## src/rtl/core/cbe_pkg.sv

```systemverilog
package cbe_pkg;

  // Internal curve arithmetic is signed Q.28.
  localparam int unsigned QI     = 28;
  localparam int unsigned ACC_W  = 35;          // polynomial and slope values
  localparam int unsigned T_W    = 31;          // curve parameter t, -1.0 .. 2.0
  localparam int unsigned XW     = QI + 1;      // unsigned 0 .. 1.0
  localparam int unsigned EMAG_W = ACC_W + 1;   // error value and its magnitude
  localparam int unsigned DMAG_W = ACC_W;       // slope magnitude
  localparam int unsigned Q_W    = QI + 3;      // Newton quotient bits before saturation

  typedef logic signed [ACC_W-1:0] acc_t;
  typedef logic signed [T_W-1:0]   t_t;

  localparam acc_t ONE_Q    = acc_t'(64'sd268435456);
  localparam t_t   T_MIN    = t_t'(-64'sd268435456);
  localparam t_t   T_MAX    = t_t'(64'sd536870912);
  localparam int unsigned DX_TOL   = 268;
  localparam int unsigned ERR_TOL  = 2684;
  localparam int unsigned SPAN_TOL = 27;

  // Easing mode codes; everything above ease-out is ease-in-out.
  localparam logic [2:0] FN_FLAT     = 3'd0;
  localparam logic [2:0] FN_LINEAR   = 3'd1;
  localparam logic [2:0] FN_EASE_IN  = 3'd2;
  localparam logic [2:0] FN_EASE_OUT = 3'd3;

  typedef struct packed {
    acc_t a;
    acc_t b;
    acc_t c;
  } poly_t;

  // The y curve is the same for every mode: control points 0 and 1.0.
  localparam poly_t KY = '{a: acc_t'(-64'sd536870912), b: acc_t'(64'sd805306368),
                           c: acc_t'(64'sd0)};

  typedef enum logic [3:0] {
    ST_IDLE,
    ST_SLOPE,
    ST_SCHK,
    ST_NPOLY,
    ST_NCHK,
    ST_DIV,
    ST_BTEST,
    ST_BPOLY,
    ST_BCHK,
    ST_YPOLY,
    ST_YOUT,
    ST_DONE
  } state_e;

  typedef struct packed {
    logic done;
    logic sat;
  } div_stat_t;

  // Coefficients of the x curve for a mode.
  function automatic poly_t get_poly(input logic [2:0] mode);
    poly_t r;
    unique case (mode)
      FN_EASE_IN: begin
        r = '{a: acc_t'(-64'sd198642236), b: acc_t'(64'sd128849016),
              c: acc_t'(64'sd338228676)};
      end
      FN_EASE_OUT: begin
        r = '{a: acc_t'(-64'sd198642236), b: acc_t'(64'sd467077692),
              c: acc_t'(64'sd0)};
      end
      default: begin
        r = '{a: acc_t'(64'sd139586440), b: acc_t'(-64'sd209379660),
              c: acc_t'(64'sd338228676)};
      end
    endcase
    return r;
  endfunction

endpackage

```

## src/rtl/core/cbe_in_if.sv

```systemverilog
interface cbe_in_if #(
  parameter int unsigned PROG_W = 19
);
  logic                     valid;
  logic                     ready;
  logic [2:0]               func;
  logic signed [PROG_W-1:0] progress;

  modport source (output valid, output func, output progress, input ready);
  modport sink (input valid, input func, input progress, output ready);
endinterface

```

## src/rtl/core/cbe_out_if.sv

```systemverilog
interface cbe_out_if #(
  parameter int unsigned EASED_W = 17
);
  logic               valid;
  logic               ready;
  logic [EASED_W-1:0] eased;

  modport source (output valid, output eased, input ready);
  modport sink (input valid, input eased, output ready);
endinterface

```

## src/rtl/core/cbe_mulq.sv

```systemverilog
module cbe_mulq
  import cbe_pkg::*;
(
  input  acc_t op_a_i,
  input  t_t   op_t_i,
  input  acc_t addend_i,
  output acc_t res_o
);

  logic [ACC_W-2:0]     mag_a;
  logic [T_W-2:0]       mag_t;
  logic [ACC_W+T_W-3:0] prod;
  logic [ACC_W+T_W-3:0] rnd;
  acc_t                 prod_q;

  // Sign-magnitude product, rounded half away from zero to Q.28.
  assign mag_a  = op_a_i[ACC_W-1] ? (ACC_W-1)'(-op_a_i) : op_a_i[ACC_W-2:0];
  assign mag_t  = op_t_i[T_W-1] ? (T_W-1)'(-op_t_i) : op_t_i[T_W-2:0];
  assign prod   = mag_a * mag_t;
  assign rnd    = (prod + (ACC_W+T_W-2)'(64'd1 << (QI - 1))) >> QI;
  assign prod_q = (op_a_i[ACC_W-1] ^ op_t_i[T_W-1]) ? -acc_t'(rnd) : acc_t'(rnd);
  assign res_o  = prod_q + addend_i;

endmodule

```

## src/rtl/core/cbe_div.sv

```systemverilog
module cbe_div
  import cbe_pkg::*;
(
  input  logic              clk_i,
  input  logic              rst_ni,
  input  logic              start_i,
  input  logic [EMAG_W-1:0] num_i,
  input  logic [DMAG_W-1:0] den_i,
  output logic [Q_W-1:0]    quot_o,
  output div_stat_t         stat_o
);

  localparam int unsigned CNT_W = $clog2(Q_W + 1);

  logic              busy_q, busy_d;
  logic              done_q, done_d;
  logic              sat_q, sat_d;
  logic [CNT_W-1:0]  cnt_q, cnt_d;
  logic [DMAG_W-1:0] rem_q, rem_d;
  logic [DMAG_W-1:0] den_q, den_d;
  logic [Q_W-1:0]    nbits_q, nbits_d;
  logic [Q_W-1:0]    quot_q, quot_d;
  logic [DMAG_W:0]   trial;
  logic              fits;

  // One quotient bit a cycle; the numerator is the error shifted up by QI.
  assign trial = {rem_q, nbits_q[Q_W-1]};
  assign fits  = trial >= {1'b0, den_q};

  always_comb begin
    busy_d  = busy_q;
    done_d  = 1'b0;
    sat_d   = sat_q;
    cnt_d   = cnt_q;
    rem_d   = rem_q;
    den_d   = den_q;
    nbits_d = nbits_q;
    quot_d  = quot_q;
    if (start_i) begin
      busy_d  = 1'b1;
      sat_d   = {2'b0, num_i} >= {den_i, 3'b000};
      cnt_d   = CNT_W'(Q_W);
      rem_d   = DMAG_W'(num_i >> 3);
      den_d   = den_i;
      nbits_d = {num_i[2:0], QI'(0)};
      quot_d  = '0;
    end else if (busy_q) begin
      rem_d   = fits ? DMAG_W'(trial - {1'b0, den_q}) : trial[DMAG_W-1:0];
      quot_d  = {quot_q[Q_W-2:0], fits};
      nbits_d = {nbits_q[Q_W-2:0], 1'b0};
      cnt_d   = cnt_q - 1'b1;
      if (sat_q || cnt_q == CNT_W'(1)) begin
        busy_d = 1'b0;
        done_d = 1'b1;
      end
    end
  end

  always_ff @(posedge clk_i or negedge rst_ni) begin
    if (!rst_ni) begin
      busy_q <= 1'b0;
      done_q <= 1'b0;
    end else begin
      busy_q <= busy_d;
      done_q <= done_d;
    end
  end

  always_ff @(posedge clk_i) begin
    sat_q   <= sat_d;
    cnt_q   <= cnt_d;
    rem_q   <= rem_d;
    den_q   <= den_d;
    nbits_q <= nbits_d;
    quot_q  <= quot_d;
  end

  assign quot_o = quot_q;
  assign stat_o = '{done: done_q, sat: sat_q};

endmodule

```

## src/rtl/core/cubic_bezier_easing.sv

```systemverilog
// Channel  Direction  Payload
// in_i     sink       func (3 bits), progress (FRAC_BITS+3 bits, signed)
// out_o    source     eased (FRAC_BITS+1 bits)
//
// Flat and linear requests are answered without the curve arithmetic. Each Newton step
// of a curve mode evaluates the slope and x(t), then runs the one-bit-a-cycle divider
// (Q.28 quotient, 31 bits); each bisection step evaluates x(t), and a final y evaluation gives the result;
// all multiplies share one rounding multiplier. One request is in work at a time.
// Reset clears the sequencer and the output valid. A waiting result does not block
// the next request, but it is held until the sink takes it before another is shown.
module cubic_bezier_easing
  import cbe_pkg::*;
#(
  parameter int unsigned FRAC_BITS    = 16,
  parameter int unsigned NEWTON_STEPS = 8,
  parameter int unsigned BISECT_STEPS = 30
) (
  input  logic      clk_i,
  input  logic      rst_ni,
  cbe_in_if.sink    in_i,
  cbe_out_if.source out_o
);

  localparam int unsigned EW   = FRAC_BITS + 1;
  localparam int unsigned PW   = FRAC_BITS + 3;
  localparam int unsigned SH   = QI - FRAC_BITS;
  localparam int unsigned NI_W = $clog2(NEWTON_STEPS + 1);
  localparam int unsigned BI_W = $clog2(BISECT_STEPS + 1);
  localparam logic [EW-1:0] ONE_OUT = EW'(1) << FRAC_BITS;

  state_e            state_q, state_d;
  logic [1:0]        k_q, k_d;
  logic [2:0]        mode_q, mode_d;
  logic [XW-1:0]     x_q, x_d;
  t_t                t_q, t_d;
  acc_t              acc_q, acc_d;
  acc_t              dv_q, dv_d;
  logic [XW-1:0]     lo_q, lo_d, hi_q, hi_d;
  logic [NI_W-1:0]   ni_q, ni_d;
  logic [BI_W-1:0]   bi_q, bi_d;
  logic              qneg_q, qneg_d;
  logic [EW-1:0]     res_q, res_d;
  logic [EW-1:0]     eased_q, eased_d;
  logic              ovalid_q, ovalid_d;

  poly_t             cur_k;
  acc_t              mul_a, mul_add, mul_res;
  logic              slope_ph;
  logic [1:0]        last_k;
  logic signed [EMAG_W-1:0] err_w;
  logic [EMAG_W-1:0] err_mag;
  logic [DMAG_W-1:0] acc_mag, dv_mag;
  logic              div_start;
  logic [Q_W-1:0]    quot;
  div_stat_t         div_stat;
  logic signed [T_W+2:0] t_new;
  logic [EW-1:0]     p_clamp;
  logic [ACC_W-1:0]  y_sum, y_shr;
  logic [XW:0]       mid_sum;

  // Shared rounding multiplier and serial divider.
  cbe_mulq u_mulq (
    .op_a_i   (mul_a),
    .op_t_i   (t_q),
    .addend_i (mul_add),
    .res_o    (mul_res)
  );

  cbe_div u_div (
    .clk_i   (clk_i),
    .rst_ni  (rst_ni),
    .start_i (div_start),
    .num_i   (err_mag),
    .den_i   (dv_mag),
    .quot_o  (quot),
    .stat_o  (div_stat)
  );

  // Operand selection for Horner steps of x(t), y(t) and the slope.
  always_comb begin
    cur_k    = (state_q == ST_YPOLY) ? KY : get_poly(mode_q);
    slope_ph = (state_q == ST_SLOPE);
    last_k   = slope_ph ? 2'd1 : 2'd2;
    if (k_q == 2'd0) begin
      mul_a   = slope_ph ? cur_k.a + (cur_k.a <<< 1) : cur_k.a;
      mul_add = slope_ph ? (cur_k.b <<< 1) : cur_k.b;
    end else if (k_q == 2'd1) begin
      mul_a   = acc_q;
      mul_add = cur_k.c;
    end else begin
      mul_a   = acc_q;
      mul_add = '0;
    end
  end

  // Error against the target, magnitudes and helpers.
  always_comb begin
    err_w   = EMAG_W'(acc_q) - $signed({(EMAG_W-XW)'(0), x_q});
    err_mag = err_w[EMAG_W-1] ? EMAG_W'(-err_w) : EMAG_W'(err_w);
    acc_mag = acc_q[ACC_W-1] ? DMAG_W'(-acc_q) : DMAG_W'(acc_q);
    dv_mag  = dv_q[ACC_W-1] ? DMAG_W'(-dv_q) : DMAG_W'(dv_q);
    t_new   = qneg_q ? (T_W+3)'(t_q) + $signed({3'b000, quot})
                     : (T_W+3)'(t_q) - $signed({3'b000, quot});
    if (in_i.progress[PW-1]) begin
      p_clamp = '0;
    end else if (in_i.progress[PW-2:0] > (PW-1)'(ONE_OUT)) begin
      p_clamp = ONE_OUT;
    end else begin
      p_clamp = EW'(in_i.progress[PW-2:0]);
    end
    y_sum = acc_q[ACC_W-1] ? ACC_W'(1 << (SH - 1))
                           : {1'b0, acc_q[ACC_W-2:0]} + ACC_W'(1 << (SH - 1));
    y_shr = y_sum >> SH;
  end

  // Sequencer: next state and datapath updates.
  always_comb begin
    state_d   = state_q;
    k_d       = k_q;
    mode_d    = mode_q;
    x_d       = x_q;
    t_d       = t_q;
    acc_d     = acc_q;
    dv_d      = dv_q;
    lo_d      = lo_q;
    hi_d      = hi_q;
    ni_d      = ni_q;
    bi_d      = bi_q;
    qneg_d    = qneg_q;
    res_d     = res_q;
    eased_d   = eased_q;
    ovalid_d  = ovalid_q & ~out_o.ready;
    div_start = 1'b0;
    mid_sum   = '0;
    unique case (state_q)
      ST_IDLE: begin
        if (in_i.valid) begin
          mode_d = in_i.func;
          x_d    = {p_clamp, SH'(0)};
          t_d    = t_t'({p_clamp, SH'(0)});
          ni_d   = '0;
          k_d    = '0;
          if (in_i.func == FN_FLAT) begin
            res_d   = '0;
            state_d = ST_DONE;
          end else if (in_i.func == FN_LINEAR) begin
            res_d   = p_clamp;
            state_d = ST_DONE;
          end else begin
            state_d = ST_SLOPE;
          end
        end
      end
      ST_SLOPE, ST_NPOLY, ST_BPOLY, ST_YPOLY: begin
        acc_d = mul_res;
        if (k_q == last_k) begin
          k_d = '0;
          priority case (state_q)
            ST_SLOPE: state_d = ST_SCHK;
            ST_NPOLY: state_d = ST_NCHK;
            ST_BPOLY: state_d = ST_BCHK;
            default:  state_d = ST_YOUT;
          endcase
        end else begin
          k_d = k_q + 2'd1;
        end
      end
      ST_SCHK: begin
        dv_d = acc_q;
        if (acc_mag < DMAG_W'(DX_TOL)) begin
          lo_d    = '0;
          hi_d    = XW'(ONE_Q);
          t_d     = t_t'(x_q);
          bi_d    = '0;
          state_d = ST_BTEST;
        end else begin
          state_d = ST_NPOLY;
        end
      end
      ST_NCHK: begin
        if (err_mag < EMAG_W'(ERR_TOL)) begin
          state_d = ST_YPOLY;
        end else begin
          qneg_d    = err_w[EMAG_W-1] ^ dv_q[ACC_W-1];
          div_start = 1'b1;
          state_d   = ST_DIV;
        end
      end
      ST_DIV: begin
        if (div_stat.done) begin
          if (div_stat.sat) begin
            t_d = qneg_q ? T_MAX : T_MIN;
          end else if (t_new < (T_W+3)'(T_MIN)) begin
            t_d = T_MIN;
          end else if (t_new > (T_W+3)'(T_MAX)) begin
            t_d = T_MAX;
          end else begin
            t_d = T_W'(t_new);
          end
          ni_d = ni_q + 1'b1;
          if (ni_q + 1'b1 == NI_W'(NEWTON_STEPS)) begin
            lo_d    = '0;
            hi_d    = XW'(ONE_Q);
            t_d     = t_t'(x_q);
            bi_d    = '0;
            state_d = ST_BTEST;
          end else begin
            state_d = ST_SLOPE;
          end
        end
      end
      ST_BTEST: begin
        if (bi_q < BI_W'(BISECT_STEPS) && (hi_q - lo_q) > XW'(SPAN_TOL)) begin
          state_d = ST_BPOLY;
        end else begin
          state_d = ST_YPOLY;
        end
      end
      ST_BCHK: begin
        if (err_mag < EMAG_W'(ERR_TOL)) begin
          state_d = ST_YPOLY;
        end else begin
          if (!err_w[EMAG_W-1] && err_w != '0) begin
            hi_d    = XW'(t_q);
            mid_sum = {1'b0, lo_q} + {1'b0, XW'(t_q)};
          end else begin
            lo_d    = XW'(t_q);
            mid_sum = {1'b0, XW'(t_q)} + {1'b0, hi_q};
          end
          t_d     = t_t'(mid_sum[XW:1]);
          bi_d    = bi_q + 1'b1;
          state_d = ST_BTEST;
        end
      end
      ST_YOUT: begin
        res_d   = (y_shr > ACC_W'(ONE_OUT)) ? ONE_OUT : EW'(y_shr);
        state_d = ST_DONE;
      end
      ST_DONE: begin
        if (!ovalid_q || out_o.ready) begin
          ovalid_d = 1'b1;
          eased_d  = res_q;
          state_d  = ST_IDLE;
        end
      end
      default: state_d = ST_IDLE;
    endcase
  end

  always_ff @(posedge clk_i or negedge rst_ni) begin
    if (!rst_ni) begin
      state_q  <= ST_IDLE;
      k_q      <= '0;
      ni_q     <= '0;
      bi_q     <= '0;
      ovalid_q <= 1'b0;
    end else begin
      state_q  <= state_d;
      k_q      <= k_d;
      ni_q     <= ni_d;
      bi_q     <= bi_d;
      ovalid_q <= ovalid_d;
    end
  end

  always_ff @(posedge clk_i) begin
    mode_q  <= mode_d;
    x_q     <= x_d;
    t_q     <= t_d;
    acc_q   <= acc_d;
    dv_q    <= dv_d;
    lo_q    <= lo_d;
    hi_q    <= hi_d;
    qneg_q  <= qneg_d;
    res_q   <= res_d;
    eased_q <= eased_d;
  end

  assign in_i.ready  = (state_q == ST_IDLE);
  assign out_o.valid = ovalid_q;
  assign out_o.eased = eased_q;

endmodule
```

## src/flat_wrapper.sv

```systemverilog
// flat-port wrapper written by rule: the top's interface ports become plain ports
module cubic_bezier_easing_flat import cbe_pkg::*;
#(
  parameter int unsigned FRAC_BITS    = 16,
  parameter int unsigned NEWTON_STEPS = 8,
  parameter int unsigned BISECT_STEPS = 30
)
  (clk_i, rst_ni, in_i_valid, in_i_func, in_i_progress, in_i_ready, out_o_valid, out_o_eased, out_o_ready);
  cbe_in_if in_i_i ();
  cbe_out_if out_o_i ();
  input  logic clk_i;
  input  logic rst_ni;
  input wire logic [$bits(in_i_i.valid)-1:0] in_i_valid;
  input wire logic [$bits(in_i_i.func)-1:0] in_i_func;
  input wire logic [$bits(in_i_i.progress)-1:0] in_i_progress;
  output wire logic [$bits(in_i_i.ready)-1:0] in_i_ready;
  output wire logic [$bits(out_o_i.valid)-1:0] out_o_valid;
  output wire logic [$bits(out_o_i.eased)-1:0] out_o_eased;
  input wire logic [$bits(out_o_i.ready)-1:0] out_o_ready;
  assign in_i_i.valid = in_i_valid;
  assign in_i_i.func = in_i_func;
  assign in_i_i.progress = in_i_progress;
  assign in_i_ready = in_i_i.ready;
  assign out_o_valid = out_o_i.valid;
  assign out_o_eased = out_o_i.eased;
  assign out_o_i.ready = out_o_ready;
  cubic_bezier_easing #(.FRAC_BITS(FRAC_BITS), .NEWTON_STEPS(NEWTON_STEPS), .BISECT_STEPS(BISECT_STEPS)) u_core (.clk_i(clk_i), .rst_ni(rst_ni), .in_i(in_i_i), .out_o(out_o_i));
endmodule
```

## config.mk

```make
export PLATFORM = sky130hd
export DESIGN_NAME = cubic_bezier_easing_flat
export DESIGN_NICKNAME = d
export VERILOG_FILES = /design/src/rtl/core/cbe_pkg.sv /design/src/rtl/core/cbe_in_if.sv /design/src/rtl/core/cbe_out_if.sv /design/src/rtl/core/cbe_mulq.sv /design/src/rtl/core/cbe_div.sv /design/src/rtl/core/cubic_bezier_easing.sv /design/src/flat_wrapper.sv
export SDC_FILE = /design/constraint.sdc
export NUM_CORES = 2
export LEC_CHECK = 0
export BUFFER_PORTS_ARGS = -buffer_cell sky130_fd_sc_hd__buf_2
export CAP_MARGIN = 15
export CORE_MARGIN = 2
export CORE_UTILIZATION = 65
export DETAILED_ROUTE_END_ITERATION = 7
export GPL_TIMING_DRIVEN = 0
export MAX_ROUTING_LAYER = met4
export PLACE_DENSITY = 0.81
export SLEW_MARGIN = 10
export SYNTH_ARGS = -nofsm -noshare
export SYNTH_HDL_FRONTEND = slang
export SYNTH_SLANG_ARGS = --single-unit
```

## constraint.sdc

```tcl
create_clock -name clk_i -period 31.8 [get_ports clk_i]
set_input_delay 3.18 -clock clk_i [delete_from_list [all_inputs] [get_ports clk_i]]
set_output_delay 3.18 -clock clk_i [all_outputs]
set_load 0.005 [all_outputs]
```

==> flow_metrics.py <==
metrics = {
    "worst_setup_path": {
        "required_ns": 32.14,
        "cp_max_fo": 10,
        "critPathKind": "flip-flop to flip-flop",
        "arrival_ns": 19.58,
        "startpoint_type": "flip-flop",
        "cp-end-kind": "flip-flop",
        "cp_slowest_cell": "xor2_2",
        "r2r-end": "u_core.acc_q[32]",
        "reg2reg_from": "u_core.k_q[1]",
        "crit_top_cell": "fa_1",
        "rrSetupSlack_ns": 12.56,
        "crit_end": "u_core.acc_q[32]",
        "rr_worst_depth": 55,
        "crit_start": "u_core.k_q[1]",
        "critPathMaxStageDelay_ns": 0.90,
    },
    "global_route": {
        "grt_pass1_wl_um": 343000,
        "first_global_vias": 56400,
        "grt_max_degree": 37,
        "antenna_found_initial": 9,
        "gr-total-overflow": 0,
        "grt_use_total_pct": 48.5,
    },
    "floorplanning": {
        "ios": 45,
        "start_util_pct": 65.3,
        "core_area_um2": 96300,
        "die_w_um": 315,
        "die_y_um": 315,
        "die_area_um2": 99200,
        "placement_rows": 114,
    },
    "layout": {
        "drive_gt1_share_pct": 4.91,
        "layout.nets": 8807,
        "final_util_pct": 69.4,
        "areaGrowthSynthToFinish_pct": 6.30,
        "instances_no_fill": 8703,
    },
    "synthesis": {
        "ys_seq_area_share_pct": 15.6,
        "synth.cell_area_um2": 62800,
        "synthTopCellsByCount": "1214 x inv_1, 898 x fa_1, 850 x nor2_1, 767 x nand2_1, 492 x ha_1",
        "synth.largest_area_cell": "fa_1",
        "synthesis.nets": 8680,
        "ys_ff_latch": 342,
        "synth_warnings": 0,
        "synth_top_cells_by_area": "fa_1 29%, edfxtp_1 14%, ha_1 9.8%, inv_1 7.3%, nor2_1 5.1%",
        "synthArstFlopShare_pct": 5.26,
        "synth-main-ff-cell": "edfxtp_1",
        "synth_edf_count": 286,
        "syn_area_per_cell_um2": 8.65,
        "syn_inst": 7264,
        "synth_most_common_cell": "inv_1",
        "synth_top_area_share_pct": 28.6,
        "synth_cell_types": 101,
    },
    "cts": {
        "clock-sinks": 342,
        "path_clk_slew_ns": 0.07,
        "clockBufferDepth": 3,
        "cts_hold_buf": 0,
        "cts_setup_buffers": 0,
        "numCtsBuffers": 30,
        "root_buffer": "clkbuf_16",
        "tritoncts": "done",
        "clk_latency_ns": 0.60,
        "cts_resized": 0,
        "h-tree-depth": 1,
    },
    "route": {
        "drt.antenna.violating_nets": 0,
        "drc": 0,
        "num_vias": 56000,
        "dr.first_iter.drc_count": 6274,
        "drt-wirelength-per-cell_um": 26.7,
        "routed_wirelength_um": 232000,
        "viasPerCell": 6.43,
        "drtPass1Iterations": 8,
    },
    "timing": {
        "timing.slew.headroom_pct": 7.24,
        "finalSetupViolCount": 0,
        "drv_slew": 0,
        "worst_pin_slew_ns": 1.39,
        "rsz0062_at_grt": "false",
        "layout_min_cycle_time_ns": 19.24,
        "setup-tns-final_ns": 0,
        "finalHoldViolCount": 0,
        "fmax_mhz": 52.0,
        "fin_crit_sh_pct": 60.5,
        "fin_skew_ns": 0.0193,
        "finalHoldWorstSlack_ns": 0.422,
    },
    "pwr": {
        "p_comb_share_pct": 0.7,
        "power_frac_seq_pct": 51.5,
        "power_leakage_nw": 31.3,
        "switching_share_pct": 19.6,
        "p_clk_share_pct": 47.9,
        "p_sw_uw": 183,
        "ir_drop_uv": 35.0,
        "power.internal_uw": 748,
        "p_per_area_nw_per_um2": 13.9,
    },
    "worst_hold_path": {
        "holdCritPathClass": "flip-flop to flip-flop",
    },
    "placed_design": {
        "io_buffers": 44,
        "placed_cells": 8630,
        "gp_congestion": 1.16,
        "dpl.hpwl_um": 193000,
    },
    "flow_run": {
        "timing.max_cap.violations": 0,
    },
    "run_status": {
        "status": "finished clean",
    },
}
## cells by family after synthesis
| family | after synthesis | share of synthesized area (%) |
|---|---|---|
| DFF | 342 | 15.6 |
| AOI/OAI and AO/OA | 1142 | 12.0 |
| other | 1 | 0.00597 |
| muxes | 145 | 2.49 |
| xor gates and xnor gates | 416 | 5.80 |
| and+or+nand+nor | 2297 | 16.5 |
| buffers and inverters | 1531 | 9.21 |
| adders and majority gates | 1390 | 38.4 |
## routing by layer
metal  part of all wire, %  wire length, um  vias to the layer above  GRT usage [%]
met4                   9.6            22300                        0           37.7
met3                    12            28200                     1044           12.9
met1                    34            79700                    27300           56.1
met5                     0                0                        -              -
li1                      -                -                    24000              -
met2                    44           102000                     3624           71.8
## through the flow
step | total power, mW | cell area, um2 | worst slack (ns)
2_1_floorplan | 0.491 | 62800 | 17.67
3_3_place_gp | 0.494 | 64700 | 12.97
3_5_place_dp | 0.495 | 65500 | 13.22
4_1_cts | 0.929 | 66700 | 13.11
5_1_grt | 0.945 | 66800 | 11.83
6_report | 0.930 | 66800 | 12.56
## flip-flops by register name, indices dropped and copies added (netlist names)
signal                cells
u_core.acc_q             35
u_core.dv_q              35
u_core.u_div.den_q       35
u_core.u_div.rem_q       35
u_core.t_q               31
u_core.u_div.quot_o      31
u_core.hi_q              29
u_core.lo_q              29
u_core.out_o.eased       17
u_core.res_q             17
u_core.x_q               17
u_core.bi_q               5
u_core.u_div.cnt_q        5
u_core.ni_q               4
u_core.state_q            4
u_core.mode_q             3
u_core.u_div.nbits_q      3
u_core.k_q                2
u_core.out_o.valid        1
u_core.qneg_q             1
u_core.u_div.busy_q       1
u_core.u_div.done_q       1
u_core.u_div.sat_q        1
## power groups by stage
stage / combinational (mW) / clock (mW) / sequential, mW
after floorplan: 0.00203 / 0 / 0.489
after global placement: 0.00580 / 0 / 0.489
after detailed placement: 0.00597 / 0 / 0.489
after CTS: 0.00605 / 0.444 / 0.479
after global routing: 0.00669 / 0.460 / 0.479
final: 0.00635 / 0.445 / 0.479
## worst max-delay path: cells and delay by family (launching register included)
family / cells / cell delay, ns
AO/OA/AOI/OAI: 14 / 3.85
XOR/XNOR: 4 / 1.39
adder cells (fa/ha/maj): 12 / 5.48
buffers and inverters: 13 / 4.16
flip-flops: 1 / 0.42
AND/OR/NAND/NOR: 12 / 3.64
## cell usage in the layout (no fill, tap or decap), drive strengths merged, types with 37 or more instances in the layout
| master | n |
|---|---|
| a211oi | 49 |
| a21o | 113 |
| a21oi | 288 |
| a31oi | 51 |
| and2 | 51 |
| and3 | 51 |
| buf | 120 |
| clkbuf | 324 |
| dfxtp | 38 |
| edfxtp | 286 |
| fa | 898 |
| ha | 492 |
| inv | 1215 |
| mux2 | 89 |
| mux2i | 56 |
| nand2 | 767 |
| nand2b | 55 |
| nand3 | 85 |
| nand4 | 70 |
| nor2 | 850 |
| nor2b | 37 |
| nor3 | 113 |
| nor4 | 46 |
| o211ai | 43 |
| o21a | 52 |
| o21ai | 233 |
| o31ai | 48 |
| or3 | 46 |
| xnor2 | 264 |
| xor2 | 152 |
## how the worst min path moves through the flow
stage,startpoint,endpoint,depth (start not counted)
after floorplan,u_core.res_q[0],u_core.out_o.eased[0],0
final,u_core.res_q[4],u_core.out_o.eased[4],0
after detailed placement,u_core.res_q[4],u_core.out_o.eased[4],0
after global routing,u_core.res_q[4],u_core.out_o.eased[4],0
after CTS,u_core.res_q[4],u_core.out_o.eased[4],0
after global placement,u_core.res_q[7],u_core.out_o.eased[7],0
## final cells by class
cell class                      instances  area (um2)
Inverter                             1215        4560
Fill cell                            7689       29500
Clock inverter                         22         397
Antenna cell                           13        32.5
Clock buffer                           33         783
Multi-Input combinational cell       5391       47600
Sequential cell                       342        9800
Timing Repair Buffer                   95         818
Buffer                                316        1230
Tap cell                             1276        1600
Power figures use the tool's default switching activity.
